[src/sv/led_brightness_ramp_limiter_assert.svh]
// Assertion macros for the ramp limiter.
// LBRL_ASSERT is checked outside reset; LBRL_ASSERT_ALWAYS also during reset.
`ifndef LED_BRIGHTNESS_RAMP_LIMITER_ASSERT_SVH
`define LED_BRIGHTNESS_RAMP_LIMITER_ASSERT_SVH

`ifndef ASSERT_OFF
`define LBRL_ASSERT(name, clk, rst_n, prop) \
	name: assert property (@(posedge clk) disable iff (!rst_n) prop) \
		else $error("ramp limiter assertion failed");
`define LBRL_ASSERT_ALWAYS(name, clk, prop) \
	name: assert property (@(posedge clk) prop) \
		else $error("ramp limiter assertion failed");
`else
`define LBRL_ASSERT(name, clk, rst_n, prop)
`define LBRL_ASSERT_ALWAYS(name, clk, prop)
`endif

`endif

[src/sv/lbrl_pkg.sv]
package lbrl_pkg;

	localparam logic [15:0] MAX_LEVEL       = 16'd255;
	localparam logic [31:0] STEP_RATE_RESET = 32'h0001_0000;
	localparam int          FRAC_BITS       = 16;
	localparam logic [63:0] PRODUCT_CAP     = 64'h0000_0100_0000_0000;
	localparam logic [32:0] ROUND_HALF      = 33'h0_0000_8000;

	typedef enum logic [1:0] {
		OP_TICK       = 2'd0,
		OP_SET_TARGET = 2'd1,
		OP_SET_NOW    = 2'd2
	} op_t;

	// fraction_carry is signed Q0.16 in [-0.5, 0.5)
	typedef struct packed {
		logic [15:0] current_level;
		logic [15:0] target_level;
		logic [16:0] fraction_carry;
		logic [31:0] last_step_time;
	} ramp_state_t;

	function automatic logic [15:0] clamp_level(input logic [15:0] v);
		return (v > MAX_LEVEL) ? MAX_LEVEL : v;
	endfunction

endpackage

[src/sv/lbrl_if.sv]
interface lbrl_cmd_if;
	logic        valid;
	logic        ready;
	logic [1:0]  op;
	logic [15:0] level_value;
	logic [31:0] now_ms;

	modport source (output valid, output op, output level_value, output now_ms, input ready);
	modport sink   (input valid, input op, input level_value, input now_ms, output ready);
endinterface

interface lbrl_res_if;
	logic        valid;
	logic        ready;
	logic [15:0] brightness;
	logic        at_target;

	modport source (output valid, output brightness, output at_target, input ready);
	modport sink   (input valid, input brightness, input at_target, output ready);
endinterface

[src/sv/led_brightness_ramp_limiter.sv]
// LED brightness ramp limiter.
// cmd channel (valid/ready): op, level_value, now_ms. One transaction in gives
// exactly one transaction out on the result channel: brightness and at_target.
// cfg_wr_en/cfg_wr_data write step_rate (unsigned Q16.16 steps per ms); write
// it only while no transaction is in flight.
// A command accepted passes through the input register, then the result
// register, where it is shown on result; a result stall holds it in between.
// Throughput: one transaction per cycle while result.ready does not stall.
// The tick path between the input register and the state/result registers
// is combinational: elapsed-time subtract, 32x32 multiply, add, clamp, round.
// Reset: step_rate = 1.0, level, target, carry and last step time all zero;
// no result pending.
// Receiver stall: the result register holds its transaction, the input
// register holds one more command, then cmd.ready drops until result.ready.
`include "led_brightness_ramp_limiter_assert.svh"

module led_brightness_ramp_limiter
	import lbrl_pkg::*;
(
	input  logic        clk,
	input  logic        arst_n,
	lbrl_cmd_if.sink    cmd,
	lbrl_res_if.source  result,
	input  logic        cfg_wr_en,
	input  logic [31:0] cfg_wr_data
);

	logic [31:0] step_rate_q;
	logic        valid_s1;
	logic [1:0]  op_s1;
	logic [15:0] level_s1;
	logic [31:0] now_s1;
	ramp_state_t state_q;
	ramp_state_t state_nxt;
	ramp_state_t tick_nxt;
	logic        res_valid_q;
	logic [15:0] brightness_q;
	logic        at_target_q;
	logic        advance;
	logic [15:0] lv_clamped;

	assign advance   = valid_s1 && (!res_valid_q || result.ready);
	assign cmd.ready = !valid_s1 || advance;

	assign result.valid      = res_valid_q;
	assign result.brightness = brightness_q;
	assign result.at_target  = at_target_q;

	always_ff @(posedge clk or negedge arst_n) begin
		if (!arst_n) begin
			step_rate_q <= STEP_RATE_RESET;
		end else if (cfg_wr_en) begin
			step_rate_q <= cfg_wr_data;
		end
	end

	always_ff @(posedge clk or negedge arst_n) begin
		if (!arst_n) begin
			valid_s1 <= 1'b0;
		end else if (cmd.ready) begin
			valid_s1 <= cmd.valid;
		end
	end

	always_ff @(posedge clk) begin
		if (cmd.ready && cmd.valid) begin
			op_s1    <= cmd.op;
			level_s1 <= cmd.level_value;
			now_s1   <= cmd.now_ms;
		end
	end

	lbrl_tick u_tick (
		.st        (state_q),
		.step_rate (step_rate_q),
		.now_ms    (now_s1),
		.nxt       (tick_nxt)
	);

	assign lv_clamped = clamp_level(level_s1);

	always_comb begin
		state_nxt = state_q;
		case (op_t'(op_s1))
			OP_TICK: begin
				state_nxt = tick_nxt;
			end
			OP_SET_TARGET: begin
				// raw request compared, not the clamped one
				if (level_s1 != state_q.target_level) begin
					state_nxt.target_level   = lv_clamped;
					state_nxt.fraction_carry = 17'd0;
					state_nxt.last_step_time = now_s1;
				end
			end
			OP_SET_NOW: begin
				state_nxt.target_level  = lv_clamped;
				state_nxt.current_level = lv_clamped;
			end
			default: begin
				state_nxt = state_q;
			end
		endcase
	end

	always_ff @(posedge clk or negedge arst_n) begin
		if (!arst_n) begin
			state_q <= '0;
		end else if (advance) begin
			state_q <= state_nxt;
		end
	end

	always_ff @(posedge clk or negedge arst_n) begin
		if (!arst_n) begin
			res_valid_q <= 1'b0;
		end else if (advance) begin
			res_valid_q <= 1'b1;
		end else if (result.ready) begin
			res_valid_q <= 1'b0;
		end
	end

	always_ff @(posedge clk) begin
		if (advance) begin
			brightness_q <= state_nxt.current_level;
			at_target_q  <= (state_nxt.current_level == state_nxt.target_level);
		end
	end

	`LBRL_ASSERT(a_result_tracks_state, clk, arst_n, advance |=> (brightness_q == state_q.current_level && at_target_q == (state_q.current_level == state_q.target_level)))
	`LBRL_ASSERT(a_level_capped, clk, arst_n, res_valid_q |-> brightness_q <= MAX_LEVEL)
	`LBRL_ASSERT(a_stalled_cmd_kept, clk, arst_n, (valid_s1 && !advance) |=> valid_s1)
	`LBRL_ASSERT(a_target_capped, clk, arst_n, state_q.target_level <= MAX_LEVEL)
	`LBRL_ASSERT(a_carry_in_range, clk, arst_n, state_q.fraction_carry[16] == state_q.fraction_carry[15])

endmodule

[src/sv/lbrl_tick.sv]
module lbrl_tick
	import lbrl_pkg::*;
(
	input  ramp_state_t st,
	input  logic [31:0] step_rate,
	input  logic [31:0] now_ms,
	output ramp_state_t nxt
);

	logic [31:0]        elapsed;
	logic [63:0]        prod;
	logic [40:0]        prod_sat;
	logic               up;
	logic [15:0]        lower;
	logic [15:0]        upper;
	logic signed [42:0] cur_fx;
	logic signed [42:0] carry_ext;
	logic signed [42:0] prod_s;
	logic signed [42:0] ideal;
	logic signed [42:0] lo_fx;
	logic signed [42:0] hi_fx;
	logic signed [42:0] ideal_c;
	logic [32:0]        rounded;
	logic [15:0]        new_level;
	logic [16:0]        new_carry;

	assign elapsed  = now_ms - st.last_step_time;
	assign prod     = {32'd0, elapsed} * {32'd0, step_rate};
	assign prod_sat = (prod > PRODUCT_CAP) ? PRODUCT_CAP[40:0] : prod[40:0];

	assign up    = st.current_level < st.target_level;
	assign lower = up ? st.current_level : st.target_level;
	assign upper = up ? st.target_level : st.current_level;

	assign cur_fx    = $signed({11'd0, st.current_level, 16'd0});
	assign carry_ext = $signed({{26{st.fraction_carry[16]}}, st.fraction_carry});
	assign prod_s    = $signed({2'd0, prod_sat});
	assign ideal     = up ? (cur_fx + carry_ext + prod_s) : (cur_fx + carry_ext - prod_s);

	assign lo_fx = $signed({11'd0, lower, 16'd0});
	assign hi_fx = $signed({11'd0, upper, 16'd0});

	always_comb begin
		if (ideal > hi_fx) begin
			ideal_c = hi_fx;
		end else if (ideal <= lo_fx) begin
			ideal_c = lo_fx;
		end else begin
			ideal_c = ideal;
		end
	end

	// clamped value lies in [0, 2^32); round half up, keep the excess
	assign rounded   = {1'b0, ideal_c[31:0]} + ROUND_HALF;
	assign new_level = rounded[FRAC_BITS +: 16];
	assign new_carry = ideal_c[16:0] - {new_level[0], 16'd0};

	always_comb begin
		nxt = st;
		if (st.current_level != st.target_level && elapsed != 32'd0) begin
			nxt.current_level  = new_level;
			nxt.fraction_carry = new_carry;
			nxt.last_step_time = now_ms;
		end
	end

endmodule

[src/flat_wrapper.sv]
// flat-port wrapper written by rule: the top's interface ports become plain ports
module led_brightness_ramp_limiter_flat import lbrl_pkg::*;
  (clk, arst_n, cfg_wr_en, cfg_wr_data, cmd_valid, cmd_op, cmd_level_value, cmd_now_ms, cmd_ready, result_valid, result_brightness, result_at_target, result_ready);
  lbrl_cmd_if cmd_i ();
  lbrl_res_if result_i ();
  input  logic clk;
  input  logic arst_n;
  input  logic cfg_wr_en;
  input  logic [31:0] cfg_wr_data;
  input wire logic [$bits(cmd_i.valid)-1:0] cmd_valid;
  input wire logic [$bits(cmd_i.op)-1:0] cmd_op;
  input wire logic [$bits(cmd_i.level_value)-1:0] cmd_level_value;
  input wire logic [$bits(cmd_i.now_ms)-1:0] cmd_now_ms;
  output wire logic [$bits(cmd_i.ready)-1:0] cmd_ready;
  output wire logic [$bits(result_i.valid)-1:0] result_valid;
  output wire logic [$bits(result_i.brightness)-1:0] result_brightness;
  output wire logic [$bits(result_i.at_target)-1:0] result_at_target;
  input wire logic [$bits(result_i.ready)-1:0] result_ready;
  assign cmd_i.valid = cmd_valid;
  assign cmd_i.op = cmd_op;
  assign cmd_i.level_value = cmd_level_value;
  assign cmd_i.now_ms = cmd_now_ms;
  assign cmd_ready = cmd_i.ready;
  assign result_valid = result_i.valid;
  assign result_brightness = result_i.brightness;
  assign result_at_target = result_i.at_target;
  assign result_i.ready = result_ready;
  led_brightness_ramp_limiter u_core (.clk(clk), .arst_n(arst_n), .cmd(cmd_i), .result(result_i), .cfg_wr_en(cfg_wr_en), .cfg_wr_data(cfg_wr_data));
endmodule
[config.mk]
export PLATFORM = sky130hd
export DESIGN_NAME = led_brightness_ramp_limiter_flat
export DESIGN_NICKNAME = d
export VERILOG_FILES = /design/src/sv/lbrl_pkg.sv /design/src/sv/lbrl_if.sv /design/src/sv/led_brightness_ramp_limiter.sv /design/src/sv/lbrl_tick.sv /design/src/flat_wrapper.sv
export VERILOG_INCLUDE_DIRS = /design/src /design/src/sv
export SDC_FILE = /design/constraint.sdc
export NUM_CORES = 2
export LEC_CHECK = 0
export BUFFER_PORTS_ARGS = -buffer_cell sky130_fd_sc_hd__clkbuf_2
export CORE_AREA = 5 5 338 340
export DETAILED_ROUTE_END_ITERATION = 16
export DIE_AREA = 0 0 343 345
export GPL_TIMING_DRIVEN = 0
export PLACE_DENSITY = 0.59
export SKIP_LAST_GASP = 1
export SYNTH_ARGS = -nofsm -noshare
export SYNTH_HDL_FRONTEND = slang
export SYNTH_SLANG_ARGS = --single-unit
[constraint.sdc]
create_clock -name clk -period 19.9 [get_ports clk]
set_input_delay 2.985 -clock clk [delete_from_list [all_inputs] [get_ports clk]]
set_output_delay 2.985 -clock clk [all_outputs]
set_load 0.05 [all_outputs]
==> flow_summary.toml <==
[floorplanning]
floorplan.io_pins = 106
coreArea_mm2 = 0.1113
effective_utilization_at_floorplan = 0.4654
die-height_um = 345
die_w_um = 343
std_cell_rows = 123
die-area_mm2 = 0.1183

[logic_synthesis]
yosys-top-cells-area = "fa_1 35%, ha_1 9.8%, inv_1 7.7%"
cells_after_synthesis = 6068
synth_edf_count = 67
asyncSetResetFlopFracSynth = 0.6319
synth_top_flop_cell = "dfrtp_1"
synth_sequential_area_ratio = 0.09444
syn_avg_cell_area_um2 = 8.534
yosys_warnings = 0
synth_fp_nets = 7461
synth_top_area_cell = "fa_1"
synth_cell_types = 122
ys_seq_elements = 182
synth_area_mm2 = 0.05179
synth_top_cell_area_share = 0.3475

[sta]
period_share = 0.9679
timing.slew.headroom = 0.1678
fmax_mhz = 51.92
post-route-min-period_ns = 19.26
timing_max_transition_violations_final = 0
worstMarginPinSlew_ns = 1.248
post_route_clock_skew_ns = 0.02073
setup_violations = 0
hold_viol = 0

[routing]
drt_iter0_drc = 3600
detailroute.via_count = 44440
first_pass_iters = 6
post_drt_via_cell_ratio = 5.707
detail_route.wl_per_cell_um = 24.18
route.antenna.remaining_nets = 0
drt_drc_violations_left = 0
aggregate_routed_wire_length_um = 188300

[clocking]
clock_latency_ns = 0.51
maximum_number_of_buffers_from_clock_root_to_sink = 2
cts_max_level = 4
ctsHoldBuffers = 0
clock-root-buffer = "clkbuf_16"
cts_inserted_buffers = 17
clkSinkCount = 182
path_clk_slew_ns = 0.08
cts_tree = "done"

[setup_path]
worst_path_largest_cell_delay_ns = 0.60
cp.required_ns = 20.22
arrival_ns = 19.58
worst_path_max_fanout = 10
critical_path.most_common_cell = "fa_1"
crit_path_start_kind = "register"
setup_cp_type = "reg2reg"
timing.critical_path.buf_inv = 14
endpoint_kind = "register"
cp_top_family = "adder cells"
critical-path-slowest-cell = "fa_1"

[worst_hold_path]
hp-class = "reg2reg"

[finish]
fin_util = 0.5105
most_common_cell_after_layout_fill_and_taps_aside = "inv_1"
most-common-layout-cells = "1064 x inv_1, 887 x fa_1, 859 x nand2_1"
flow.area_growth_from_synthesis_pct = 9.693
nets = 7663
final-instance-count-excl-fill = 7787
fillCellCount = 10700
drive_above_1_share = 0.1041

[flow_run]
cap_violations = 0

[grt]
grt_pass1_vias = 45900
grt_usage = 0.3172
global_route_wire_length_before_repair_um = 285300
grt_start_max_net_pins = 95
globalRouteOverflowTotal = 0
antenna_found_initial = 12

[placement]
weighted_congestion_at_the_end_of_routability_driven_global_placement = 0.9826
placed_cells = 7680
hpwlAfterDp_um = 160700
count_of_port_buffers_added_during_placement = 104

[outcome]
outcome = "completed"
-- final timing paths --
check                                          endpoint  slack, ns  cells after the start          startpoint
worst max-delay path            u_core.result.at_target       0.64                     79  u_core.state_q[13]
worst min-delay path                 u_core.state_q[32]       0.49                      2  u_core.state_q[32]
worst max register to register  u_core.result.at_target       0.64                     79  u_core.state_q[13]
worst min register to register       u_core.state_q[32]       0.49                      2  u_core.state_q[32]
max in group asynchronous            u_core.state_q[52]      16.73                      2              arst_n
min in group asynchronous        u_core.step_rate_q[18]       2.33                      1              arst_n
-- per-stage QoR --
step	TNS, ns	worst slack [ns]	hold WS, ns	cell area, µm²
final	0	0.6395	0.4930	56810
after detailed placement	-129.34	-4.278	0.4807	54330
after floorplan	0	1.571	0.4498	51790
after global placement	-177.21	-5.263	0.4696	54180
after global routing	-0.1372	-0.1372	0.5160	56800
after CTS	0	0.01999	0.5012	55850
-- flip-flops by register name, summed over array words and instances (netlist names) --
| signal | count |
|---|---|
| u_core.result.brightness | 16 |
| u_core.result.at_target | 1 |
| u_core.state_q | 81 |
| u_core.op_s1 | 2 |
| u_core.valid_s1 | 1 |
| u_core.now_s1 | 32 |
| u_core.level_s1 | 16 |
| u_core.step_rate_q | 32 |
| u_core.result.valid | 1 |
-- worst register-to-register path, delay by kind of cell (launching register included) --
kind                       cells  cell delay (ns)
adders and majority gates     14             6.03
and+or+nand+nor               30             5.78
AOI/OAI and AO/OA             19             4.26
buffers and inverters         14             2.30
DFF                            1             0.38
xor gates and xnor gates       1             0.17
muxes                          1             0.16
-- timing repair --
action | CTS | global route
endpoints found under the setup margin | 50 | 22
endpoints found under the hold margin | 0 | 0
resized for setup | 168 | 225
cloned | 0 | 0
pin swaps | 32 | 56
setup buffers | 42 | 45
-- routing by layer --
metal  global-route usage  share of wire  wire length [µm]
met1               0.3929           0.39             73200
met2               0.5356           0.48             90070
met3              0.05222          0.070             13210
met4               0.1593          0.063             11800
met5                    0        0.00013                24
-- area by class of cell --
cell class	count	area [µm²]	area share
Clock inverter	15	192.7	0.003392
Timing Repair Buffer	199	1325	0.02332
Multi-Input combinational cell	4498	42610	0.7501
Sequential cell	182	4891	0.08610
Tap cell	1500	1877	0.03304
Buffer	306	1476	0.02599
Inverter	1066	4001	0.07044
Clock buffer	17	425.4	0.007489
Antenna cell	4	10.01	0.0001762
-- cells by family after synthesis --
group,synth area share
buffers and inverters,0.1021
AO/OA/AOI/OAI,0.1208
adder cells (fa/ha/maj),0.4459
flip-flops,0.09444
XOR/XNOR,0.02418
multiplexers,0.01812
AND/OR/NAND/NOR,0.1946
-- cell usage after synthesis (75+ instances only) --
cell type	count
fa_1	899
nor3_1	75
nor2_1	237
dfrtp_1	114
and2_1	382
clkbuf_1	275
a21oi_1	255
xnor2_1	85
inv_1	1065
o21ai_0	173
ha_1	407
nand2_1	862
Power is not shown: default switching activity piles up to over one toggle a cycle in this logic, so the estimate is an artifact.
